<file path="config.mk">
export PLATFORM = sky130hd
export DESIGN_NAME = coap_header_parser_unit
export DESIGN_NICKNAME = d
export VERILOG_FILES = /design/src/rtl/chp_pkg.sv /design/src/rtl/chp_in_stage.sv /design/src/rtl/chp_parse_core.sv /design/src/rtl/chp_out_stage.sv /design/src/rtl/coap_header_parser_unit.sv
export SDC_FILE = /design/constraint.sdc
export NUM_CORES = 1
export LEC_CHECK = 0
export ABC_CLOCK_PERIOD_IN_PS = 4330
export BUFFER_PORTS_ARGS = -buffer_cell sky130_fd_sc_hd__buf_4
export CORE_ASPECT_RATIO = 0.5
export CORE_MARGIN = 3
export CORE_UTILIZATION = 46
export DETAILED_ROUTE_END_ITERATION = 8
export GPL_TIMING_DRIVEN = 0
export PLACE_DENSITY = 0.67
export SLEW_MARGIN = 10
export SYNTH_ARGS = -nofsm -noshare
export SYNTH_HDL_FRONTEND = slang
export SYNTH_SLANG_ARGS = --single-unit
</file>
<file path="constraint.sdc">
create_clock -name clk -period 4.33 [get_ports clk]
set_input_delay 0.866 -clock clk [delete_from_list [all_inputs] [get_ports clk]]
set_output_delay 0.866 -clock clk [all_outputs]
set_load 0.01 [all_outputs]
</file>
<file path="src/rtl/chp_pkg.sv">
`timescale 1ns / 1ps
`default_nettype none

package chp_pkg;

  localparam int DATA_W             = 8;
  localparam int FIXED_HEADER_BYTES = 4;
  localparam int HDR_POS_W          = $clog2(FIXED_HEADER_BYTES);

  localparam logic [3:0] MAX_TOKEN    = 4'd8;
  localparam logic [1:0] COAP_VERSION = 2'd1;
  localparam logic [7:0] MARKER_BYTE  = 8'hff;
  localparam logic [3:0] NIB_RSVD     = 4'hf;
  localparam logic [3:0] NIB_EXT1     = 4'd13;
  localparam logic [3:0] NIB_EXT2     = 4'd14;
  localparam logic [15:0] EXT1_BASE   = 16'd13;
  localparam logic [15:0] EXT2_BASE   = 16'd269;

  localparam logic [2:0] CLS_FIXED   = 3'd0;
  localparam logic [2:0] CLS_TOKEN   = 3'd1;
  localparam logic [2:0] CLS_OPT_HDR = 3'd2;
  localparam logic [2:0] CLS_EXT     = 3'd3;
  localparam logic [2:0] CLS_VALUE   = 3'd4;
  localparam logic [2:0] CLS_MARKER  = 3'd5;
  localparam logic [2:0] CLS_PAYLOAD = 3'd6;
  localparam logic [2:0] CLS_IGNORED = 3'd7;

  localparam logic [1:0] STAT_PARSING = 2'd0;
  localparam logic [1:0] STAT_OK      = 2'd1;
  localparam logic [1:0] STAT_ERROR   = 2'd2;

  typedef struct packed {
    logic [2:0]  byte_class;
    logic        option_ready;
    logic [15:0] option_number;
    logic [15:0] option_length;
    logic [1:0]  message_type;
    logic [3:0]  token_count;
    logic [7:0]  header_code;
    logic [15:0] message_id;
    logic [1:0]  status;
  } chp_result_t;

endpackage

`default_nettype wire

</file>
<file path="src/rtl/chp_in_stage.sv">
`timescale 1ns / 1ps
`default_nettype none

module chp_in_stage (
  input  wire logic                       clk,
  input  wire logic                       rst_n,
  input  wire logic                       in_tvalid,
  output logic                            in_tready,
  input  wire logic [chp_pkg::DATA_W-1:0] in_tdata,
  input  wire logic                       in_tlast,
  input  wire logic                       step,
  output logic                            req_vld,
  output logic [chp_pkg::DATA_W-1:0]      req_byte,
  output logic                            req_last
);
  import chp_pkg::*;

  logic              vld_r;
  logic [DATA_W-1:0] byte_r;
  logic              last_r;

  assign in_tready = !vld_r || step;

  always_ff @(posedge clk) begin
    if (!rst_n) begin
      vld_r <= 1'b0;
    end else if (in_tready) begin
      vld_r <= in_tvalid;
    end
  end

  always_ff @(posedge clk) begin
    if (in_tvalid && in_tready) begin
      byte_r <= in_tdata;
      last_r <= in_tlast;
    end
  end

  assign req_vld  = vld_r;
  assign req_byte = byte_r;
  assign req_last = last_r;

endmodule

`default_nettype wire

</file>
<file path="src/rtl/chp_parse_core.sv">
`timescale 1ns / 1ps
`default_nettype none

module chp_parse_core (
  input  wire logic                       clk,
  input  wire logic                       rst_n,
  input  wire logic                       step,
  input  wire logic [chp_pkg::DATA_W-1:0] data_byte,
  input  wire logic                       last_byte,
  output chp_pkg::chp_result_t            result
);
  import chp_pkg::*;

  localparam logic [3:0] PH_HDR     = 4'd0;
  localparam logic [3:0] PH_TOKEN   = 4'd1;
  localparam logic [3:0] PH_OPT     = 4'd2;
  localparam logic [3:0] PH_DEXT1   = 4'd3;
  localparam logic [3:0] PH_DEXT2H  = 4'd4;
  localparam logic [3:0] PH_DEXT2L  = 4'd5;
  localparam logic [3:0] PH_LEXT1   = 4'd6;
  localparam logic [3:0] PH_LEXT2H  = 4'd7;
  localparam logic [3:0] PH_LEXT2L  = 4'd8;
  localparam logic [3:0] PH_VALUE   = 4'd9;
  localparam logic [3:0] PH_PAYLOAD = 4'd10;
  localparam logic [3:0] PH_ERROR   = 4'd11;

  localparam logic [HDR_POS_W-1:0] HDR_LAST_POS = HDR_POS_W'(FIXED_HEADER_BYTES - 1);

  logic [3:0]  phase_r,    phase_nxt;
  logic [15:0] count_r,    count_nxt;
  logic [7:0]  ext_high_r, ext_high_nxt;
  logic [3:0]  len_nib_r,  len_nib_nxt;
  logic [15:0] delta_r,    delta_nxt;
  logic [15:0] number_r,   number_nxt;
  logic [15:0] length_r,   length_nxt;
  logic [31:0] hdr_r,      hdr_nxt;
  logic [1:0]  status_r,   status_nxt;

  logic [2:0]  cls;
  logic        ready;
  logic        do_delta;
  logic [15:0] delta_v;
  logic [3:0]  len_nib_v;
  logic        do_finish;
  logic [15:0] length_v;
  logic [15:0] ext1_val;
  logic [15:0] ext2_val;
  logic [HDR_POS_W-1:0] pos;
  logic [1:0]  status_out;

  assign ext1_val = EXT1_BASE + {8'h00, data_byte};
  assign ext2_val = EXT2_BASE + {ext_high_r, data_byte};
  assign pos      = count_r[HDR_POS_W-1:0];

  always_comb begin
    phase_nxt    = phase_r;
    count_nxt    = count_r;
    ext_high_nxt = ext_high_r;
    len_nib_nxt  = len_nib_r;
    delta_nxt    = delta_r;
    number_nxt   = number_r;
    length_nxt   = length_r;
    hdr_nxt      = hdr_r;
    status_nxt   = status_r;
    cls          = CLS_IGNORED;
    ready        = 1'b0;
    do_delta     = 1'b0;
    delta_v      = delta_r;
    len_nib_v    = len_nib_r;
    do_finish    = 1'b0;
    length_v     = length_r;

    unique case (phase_r)
      PH_HDR: begin
        cls = CLS_FIXED;
        case (pos)
          2'd0:    hdr_nxt[31:24] = hdr_r[31:24] | data_byte;
          2'd1:    hdr_nxt[23:16] = hdr_r[23:16] | data_byte;
          2'd2:    hdr_nxt[15:8]  = hdr_r[15:8]  | data_byte;
          default: hdr_nxt[7:0]   = hdr_r[7:0]   | data_byte;
        endcase
        if (pos == '0 && (data_byte[7:6] != COAP_VERSION || data_byte[3:0] > MAX_TOKEN)) begin
          status_nxt = STAT_ERROR;
          phase_nxt  = PH_ERROR;
        end else if (pos == HDR_LAST_POS) begin
          count_nxt = {12'h000, hdr_r[27:24]};
          phase_nxt = (hdr_r[27:24] == 4'd0) ? PH_OPT : PH_TOKEN;
        end else begin
          count_nxt = count_r + 16'd1;
        end
      end
      PH_TOKEN: begin
        cls       = CLS_TOKEN;
        count_nxt = count_r - 16'd1;
        if (count_r == 16'd1) begin
          phase_nxt = PH_OPT;
        end
      end
      PH_OPT: begin
        if (data_byte == MARKER_BYTE) begin
          cls        = CLS_MARKER;
          status_nxt = STAT_OK;
          phase_nxt  = PH_PAYLOAD;
        end else begin
          cls         = CLS_OPT_HDR;
          len_nib_nxt = data_byte[3:0];
          if (data_byte[7:4] == NIB_RSVD || data_byte[3:0] == NIB_RSVD) begin
            status_nxt = STAT_ERROR;
            phase_nxt  = PH_ERROR;
          end else if (data_byte[7:4] == NIB_EXT1) begin
            phase_nxt = PH_DEXT1;
          end else if (data_byte[7:4] == NIB_EXT2) begin
            phase_nxt = PH_DEXT2H;
          end else begin
            do_delta  = 1'b1;
            delta_v   = {12'h000, data_byte[7:4]};
            len_nib_v = data_byte[3:0];
          end
        end
      end
      PH_DEXT1: begin
        cls      = CLS_EXT;
        do_delta = 1'b1;
        delta_v  = ext1_val;
      end
      PH_DEXT2H: begin
        cls          = CLS_EXT;
        ext_high_nxt = data_byte;
        phase_nxt    = PH_DEXT2L;
      end
      PH_DEXT2L: begin
        cls      = CLS_EXT;
        do_delta = 1'b1;
        delta_v  = ext2_val;
      end
      PH_LEXT1: begin
        cls       = CLS_EXT;
        do_finish = 1'b1;
        length_v  = ext1_val;
      end
      PH_LEXT2H: begin
        cls          = CLS_EXT;
        ext_high_nxt = data_byte;
        phase_nxt    = PH_LEXT2L;
      end
      PH_LEXT2L: begin
        cls       = CLS_EXT;
        do_finish = 1'b1;
        length_v  = ext2_val;
      end
      PH_VALUE: begin
        cls       = CLS_VALUE;
        count_nxt = count_r - 16'd1;
        if (count_r == 16'd1) begin
          phase_nxt = PH_OPT;
        end
      end
      PH_PAYLOAD: begin
        cls = CLS_PAYLOAD;
      end
      default: begin
        cls       = CLS_IGNORED;
        phase_nxt = PH_ERROR;
      end
    endcase

    if (do_delta) begin
      delta_nxt = delta_v;
      if (len_nib_v == NIB_EXT1) begin
        phase_nxt = PH_LEXT1;
      end else if (len_nib_v == NIB_EXT2) begin
        phase_nxt = PH_LEXT2H;
      end else begin
        do_finish = 1'b1;
        length_v  = {12'h000, len_nib_v};
      end
    end

    if (do_finish) begin
      number_nxt = number_r + delta_nxt;
      length_nxt = length_v;
      ready      = 1'b1;
      if (length_v == 16'd0) begin
        phase_nxt = PH_OPT;
      end else begin
        count_nxt = length_v;
        phase_nxt = PH_VALUE;
      end
    end

    status_out = (last_byte && phase_nxt != PH_PAYLOAD) ? STAT_ERROR : status_nxt;
  end

  always_ff @(posedge clk) begin
    if (!rst_n || (step && last_byte)) begin
      phase_r    <= PH_HDR;
      count_r    <= '0;
      ext_high_r <= '0;
      len_nib_r  <= '0;
      delta_r    <= '0;
      number_r   <= '0;
      length_r   <= '0;
      hdr_r      <= '0;
      status_r   <= STAT_PARSING;
    end else if (step) begin
      phase_r    <= phase_nxt;
      count_r    <= count_nxt;
      ext_high_r <= ext_high_nxt;
      len_nib_r  <= len_nib_nxt;
      delta_r    <= delta_nxt;
      number_r   <= number_nxt;
      length_r   <= length_nxt;
      hdr_r      <= hdr_nxt;
      status_r   <= status_nxt;
    end
  end

  always_comb begin
    result.byte_class    = cls;
    result.option_ready  = ready;
    result.option_number = ready ? number_nxt : 16'd0;
    result.option_length = ready ? length_nxt : 16'd0;
    result.message_type  = hdr_nxt[29:28];
    result.token_count   = hdr_nxt[27:24];
    result.header_code   = hdr_nxt[23:16];
    result.message_id    = hdr_nxt[15:0];
    result.status        = status_out;
  end

endmodule

`default_nettype wire

</file>
<file path="src/rtl/chp_out_stage.sv">
`timescale 1ns / 1ps
`default_nettype none

module chp_out_stage (
  input  wire logic                 clk,
  input  wire logic                 rst_n,
  input  wire logic                 req_vld,
  input  wire chp_pkg::chp_result_t result,
  output logic                      has_room,
  output logic                      out_tvalid,
  input  wire logic                 out_tready,
  output chp_pkg::chp_result_t      out_result
);
  import chp_pkg::*;

  logic        vld_r;
  chp_result_t res_r;

  assign has_room = !vld_r || out_tready;

  always_ff @(posedge clk) begin
    if (!rst_n) begin
      vld_r <= 1'b0;
    end else if (has_room) begin
      vld_r <= req_vld;
    end
  end

  always_ff @(posedge clk) begin
    if (has_room && req_vld) begin
      res_r <= result;
    end
  end

  assign out_tvalid = vld_r;
  assign out_result = res_r;

endmodule

`default_nettype wire

</file>
<file path="src/rtl/coap_header_parser_unit.sv">
// Channel | Dir | tdata                       | tuser / tlast
// in_     | in  | data_byte                   | tlast = last_byte
// out_    | out | option, header, status bits | tuser = byte_class, option_ready
//
// One message byte per cycle sustained while out_tready is high.
// The input register and the result register each hold one request; the parser state
// updates, and out_tvalid rises, when a request moves from the first to the second.
// Synchronous active-low reset clears the valid flags of both registers and the parser state.
// A stalled out_tready holds the result; in_tready drops while both registers are full
// and out_tready is low.
`timescale 1ns / 1ps
`default_nettype none

module coap_header_parser_unit (
  input  wire logic        clk,
  input  wire logic        rst_n,
  input  wire logic        in_tvalid,
  output logic             in_tready,
  input  wire logic [7:0]  in_tdata,   // [7:0] data_byte
  input  wire logic        in_tlast,
  output logic             out_tvalid,
  input  wire logic        out_tready,
  output logic [63:0]      out_tdata,  // [15:0] option_number, [31:16] option_length,
                                       // [33:32] message_type, [37:34] token_count,
                                       // [45:38] header_code, [61:46] message_id,
                                       // [63:62] status
  output logic [3:0]       out_tuser   // [2:0] byte_class, [3] option_ready
);
  import chp_pkg::*;

  logic              req_vld;
  logic [DATA_W-1:0] req_byte;
  logic              req_last;
  logic              has_room;
  logic              step;
  chp_result_t       result;
  chp_result_t       out_result;

  assign step = req_vld && has_room;

  chp_in_stage u_in_stage (
    .clk       (clk),
    .rst_n     (rst_n),
    .in_tvalid (in_tvalid),
    .in_tready (in_tready),
    .in_tdata  (in_tdata),
    .in_tlast  (in_tlast),
    .step      (step),
    .req_vld   (req_vld),
    .req_byte  (req_byte),
    .req_last  (req_last)
  );

  chp_parse_core u_parse_core (
    .clk       (clk),
    .rst_n     (rst_n),
    .step      (step),
    .data_byte (req_byte),
    .last_byte (req_last),
    .result    (result)
  );

  chp_out_stage u_out_stage (
    .clk        (clk),
    .rst_n      (rst_n),
    .req_vld    (req_vld),
    .result     (result),
    .has_room   (has_room),
    .out_tvalid (out_tvalid),
    .out_tready (out_tready),
    .out_result (out_result)
  );

  assign out_tdata = {out_result.status,
                      out_result.message_id,
                      out_result.header_code,
                      out_result.token_count,
                      out_result.message_type,
                      out_result.option_length,
                      out_result.option_number};
  assign out_tuser = {out_result.option_ready, out_result.byte_class};

endmodule

`default_nettype wire

</file>
==> key figures <==
Detailed routing
  • DR iter-0 viols: 920
  • Final ANT Viol Nets: 0
  • Final WL: between 30,000 and 40,000 um
  • Detailed-router iteration count before antenna repair: 5
  • Post-DR vias/cell: between 6 and 7
  • Via count: 8,727
  • Drt drc: 0
  • WL per Instance: roughly 21 um

Setup path
  • Critical path type: reg -> reg
  • Setup crit start kind: flop
  • CP max FO: 7
  • Critical path's top delay family: compound AO/OA/AOI/OAI gates
  • Crit path DAT: between 4 and 5 ns
  • Critical Path RT: ~4.5 ns
  • Slowest-stage cell, CP: edfxtp_1
  • CP Cell Sequence: ha_4 > and3_2 > nand2_1 > and2_2 > o21a_1 > nor2_1 > o22ai_1 > ha_1 > nand3_1 > o211ai_1 > o2111ai_1 > nand3_1 > a31o_2 > a21o_1 > xor2_2 > xnor2_1 > nor2_1
  • Max incr delay on CP: roughly 0.48 ns
  • Register-to-register setup slack: 0.16 ns
  • Crit end category: flop
  • Crit path buffers/inverters: 0

Yosys
  • Netlist Area Pre-Place: 9720 um2
  • Post-Syn Instances: 1,052
  • Async S/R FF share, synth: 0%
  • YS warnings: 0
  • Syn_nets: approximately 1,100
  • Average cell area after synthesis: roughly 9.2 um2
  • Top_reg_cell synth: dfxtp_1
  • Post-synth EDFFs: 77
  • FF+latch count, synth: 190
  • Sequential area share after synthesis: approximately 47%
  • Distinct cells, synth: 82

Global routing
  • Largest net degree at the start of global routing: 40
  • Gr busiest metal: met2
  • GR Util met3: 7.27%
  • Vias in the first global route: between 8,000 and 9,000
  • Met1 Use GR: a little under two fifths
  • Antenna violations before repair: 0
  • Grt ovf: 0
  • Grt met2 use: roughly 41%
  • Gr usage total: 26.7%
  • Global-route wire length before repair: between 40,000 and 50,000 um

Die
  • Die ar.: ~23,000 um2
  • Horiz. Die Dim: 212 um
  • Core Region: 20,100 um2
  • Die Ht: approximately 110 um
  • I/O Pins: 83
  • Initial core utilization: between 40% and 50%
  • # rows: 36

Placed design
  • Setup WS pre-CTS: -0.758 ns
  • IO buf count: slightly above 80
  • Placed inst area: 10,700 um2
  • Placed insts: 1,401
  • Final GP Congestion: around 0.96
  • HPWL Detailed: 22,100 um

Clock tree
  • CTS tree: yes
  • Total CTS buffers: 17
  • Sink Count: 190
  • Longest Clk Path Bufs: 2
  • H-tree lvl count: 4
  • Root buf cell: clkbuf_16
  • # hold bufs at CTS: 0
  • Worst-Skew Late Latency: approximately 0.45 ns
  • Clk slew on worst S/H paths: ~0.080 ns

Timing
  • Final clock skew: 0.0118 ns
  • Fin. Hold Viols: 0
  • Fin Hold WS: 0.462 ns
  • Fmax: between 200 and 250 MHz
  • Max Slew Vio Count: 0
  • Total negative setup slack: 0 ns
  • Final setup vio count: 0
  • Final WS setup: between 0.15 and 0.2 ns
  • Tightest Pin Transition: slightly above 1 ns
  • Final worst path period share: around 96%
  • Relative slew slack: 31.1%
  • Final min period: 4.17 ns

Pwr
  • IR drop worst, VDD: roughly 0.00018 V
  • Lkg Pwr: around 4.9 nW
  • P per Cell Area: 367 nW/um2
  • Total Power: 4.20 mW

Finish
  • Final Non-Filler Cells: 1,433
  • Final Cell Area: 11,400 um2
  • Ant. Diodes: 0
  • Final core occ: approximately 57%
  • Share of cells above drive strength 1: between 15 and 20%
  • Synthesis-to-layout area growth: 17.5%
  • Fin nets: ~1,200

Outcome
  • Status: finished, final reports clean

Flow run
  • # Max-Cap Violations: 0

Min path
  • Path type of the worst min-delay path: reg -> reg
-- routing by layer --
metal | vias up | part of all wire, %
met1 | 4248 | 46
met2 | 365 | 43
li1 | 4068 | -
met5 | - | 0
met3 | 46 | 9.2
met4 | 0 | 1.8
-- power breakdown --
group / total, mW / internal [mW] / switching, mW
clock network: 1.60 / 0.786 / 0.817
logic: 0.637 / 0.210 / 0.427
registers: 1.96 / 1.92 / 0.0377
-- final cells by class --
cell class / count / area [um2]
clock buffer: 17 / 425
fill: 1788 / 8670
inverter: 19 / 71.3
tap: 266 / 333
timing repair buffer: 86 / 658
sequential: 190 / 4580
buffer: 66 / 318
clock inverter: 15 / 184
multi-input combinational: 774 / 4860
-- cells by family (layout without fill, tap and decap cells) --
kind of cell / after synthesis / after routing / share of synthesized area, %
AOI/OAI and AO/OA: 320 / 320 / 22.8
xor gates and xnor gates: 28 / 28 / 2.52
muxes: 12 / 12 / 1.25
DFF: 190 / 190 / 47.1
and+or+nand+nor: 390 / 390 / 19.4
adders and majority gates: 24 / 24 / 3.17
buffers and inverters: 88 / 203 / 3.84
-- state kept, by name, indices dropped and copies added, names as in the netlist, 2 cells and up --
| signal | count |
|---|---|
| u_in_stage.req_byte | 8 |
| u_out_stage.out_result | 68 |
| u_parse_core.count_r | 16 |
| u_parse_core.delta_r | 16 |
| u_parse_core.ext_high_r | 8 |
| u_parse_core.hdr_r | 30 |
| u_parse_core.len_nib_r | 4 |
| u_parse_core.length_r | 15 |
| u_parse_core.number_r | 16 |
| u_parse_core.phase_r | 4 |
| u_parse_core.status_r | 2 |
-- worst paths after layout --
kind	from	end	cells past startpoint
max	u_in_stage.req_byte[0]	u_out_stage.out_result[63]	17
min	u_parse_core.length_r[7]	u_parse_core.length_r[7]	2
max reg2reg	u_in_stage.req_byte[0]	u_out_stage.out_result[63]	17
min reg2reg	u_parse_core.length_r[7]	u_parse_core.length_r[7]	2
-- Yosys cell counts (all sizes together) (15+ instances only) --
library cell / count / share of area, %
clkbuf: 45 / 1.7
nand2: 96 / 3.8
a22oi: 22 / 1.8
nor3: 31 / 1.7
edfxtp: 77 / 24
o21ai: 63 / 3.4
ha: 23 / 3.0
a21o: 39 / 3.0
xnor2: 15 / 1.4
nand2b: 15 / 0.97
and2: 18 / 1.2
a21oi: 88 / 4.8
o211a: 31 / 3.2
buf: 24 / 1.4
nor2: 131 / 5.1
inv: 18 / 0.70
dfxtp: 113 / 23
nand3: 36 / 1.9
-- worst reg2reg max path: stages (launching register included) --
cell and delay [ns]:
edfxtp_1 0.48, ha_4 0.24, and3_2 0.27, nand2_1 0.21, and2_2 0.27, o21a_1 0.15
nor2_1 0.04, o22ai_1 0.25, ha_1 0.35, nand3_1 0.10, o211ai_1 0.16, o2111ai_1 0.33
nand3_1 0.18, a31o_2 0.27, a21o_1 0.20, xor2_2 0.19, xnor2_1 0.14, nor2_1 0.05
-- cell usage in the layout, fill, tap and decap left out, types with 17 or more instances in the layout --
| cell | count |
|---|---|
| nor3_1 | 28 |
| o211a_1 | 31 |
| edfxtp_1 | 77 |
| a21o_1 | 39 |
| nand3_1 | 35 |
| nand2_1 | 93 |
| clkbuf_1 | 34 |
| a22oi_1 | 21 |
| a21oi_1 | 80 |
| ha_1 | 22 |
| inv_1 | 17 |
| nor2_1 | 130 |
| buf_4 | 88 |
| o21ai_0 | 55 |
| clkbuf_16 | 17 |
| dfxtp_1 | 112 |
-- timing repair --
| item | 4_1_cts | 5_1_grt |
|---|---|---|
| pin swaps | 1 | 2 |
| setup buffers | 0 | 3 |
| gates resized for setup | 21 | 18 |
| endpoints found under the setup margin | 13 | 6 |
(Power assumes the default switching activity.)
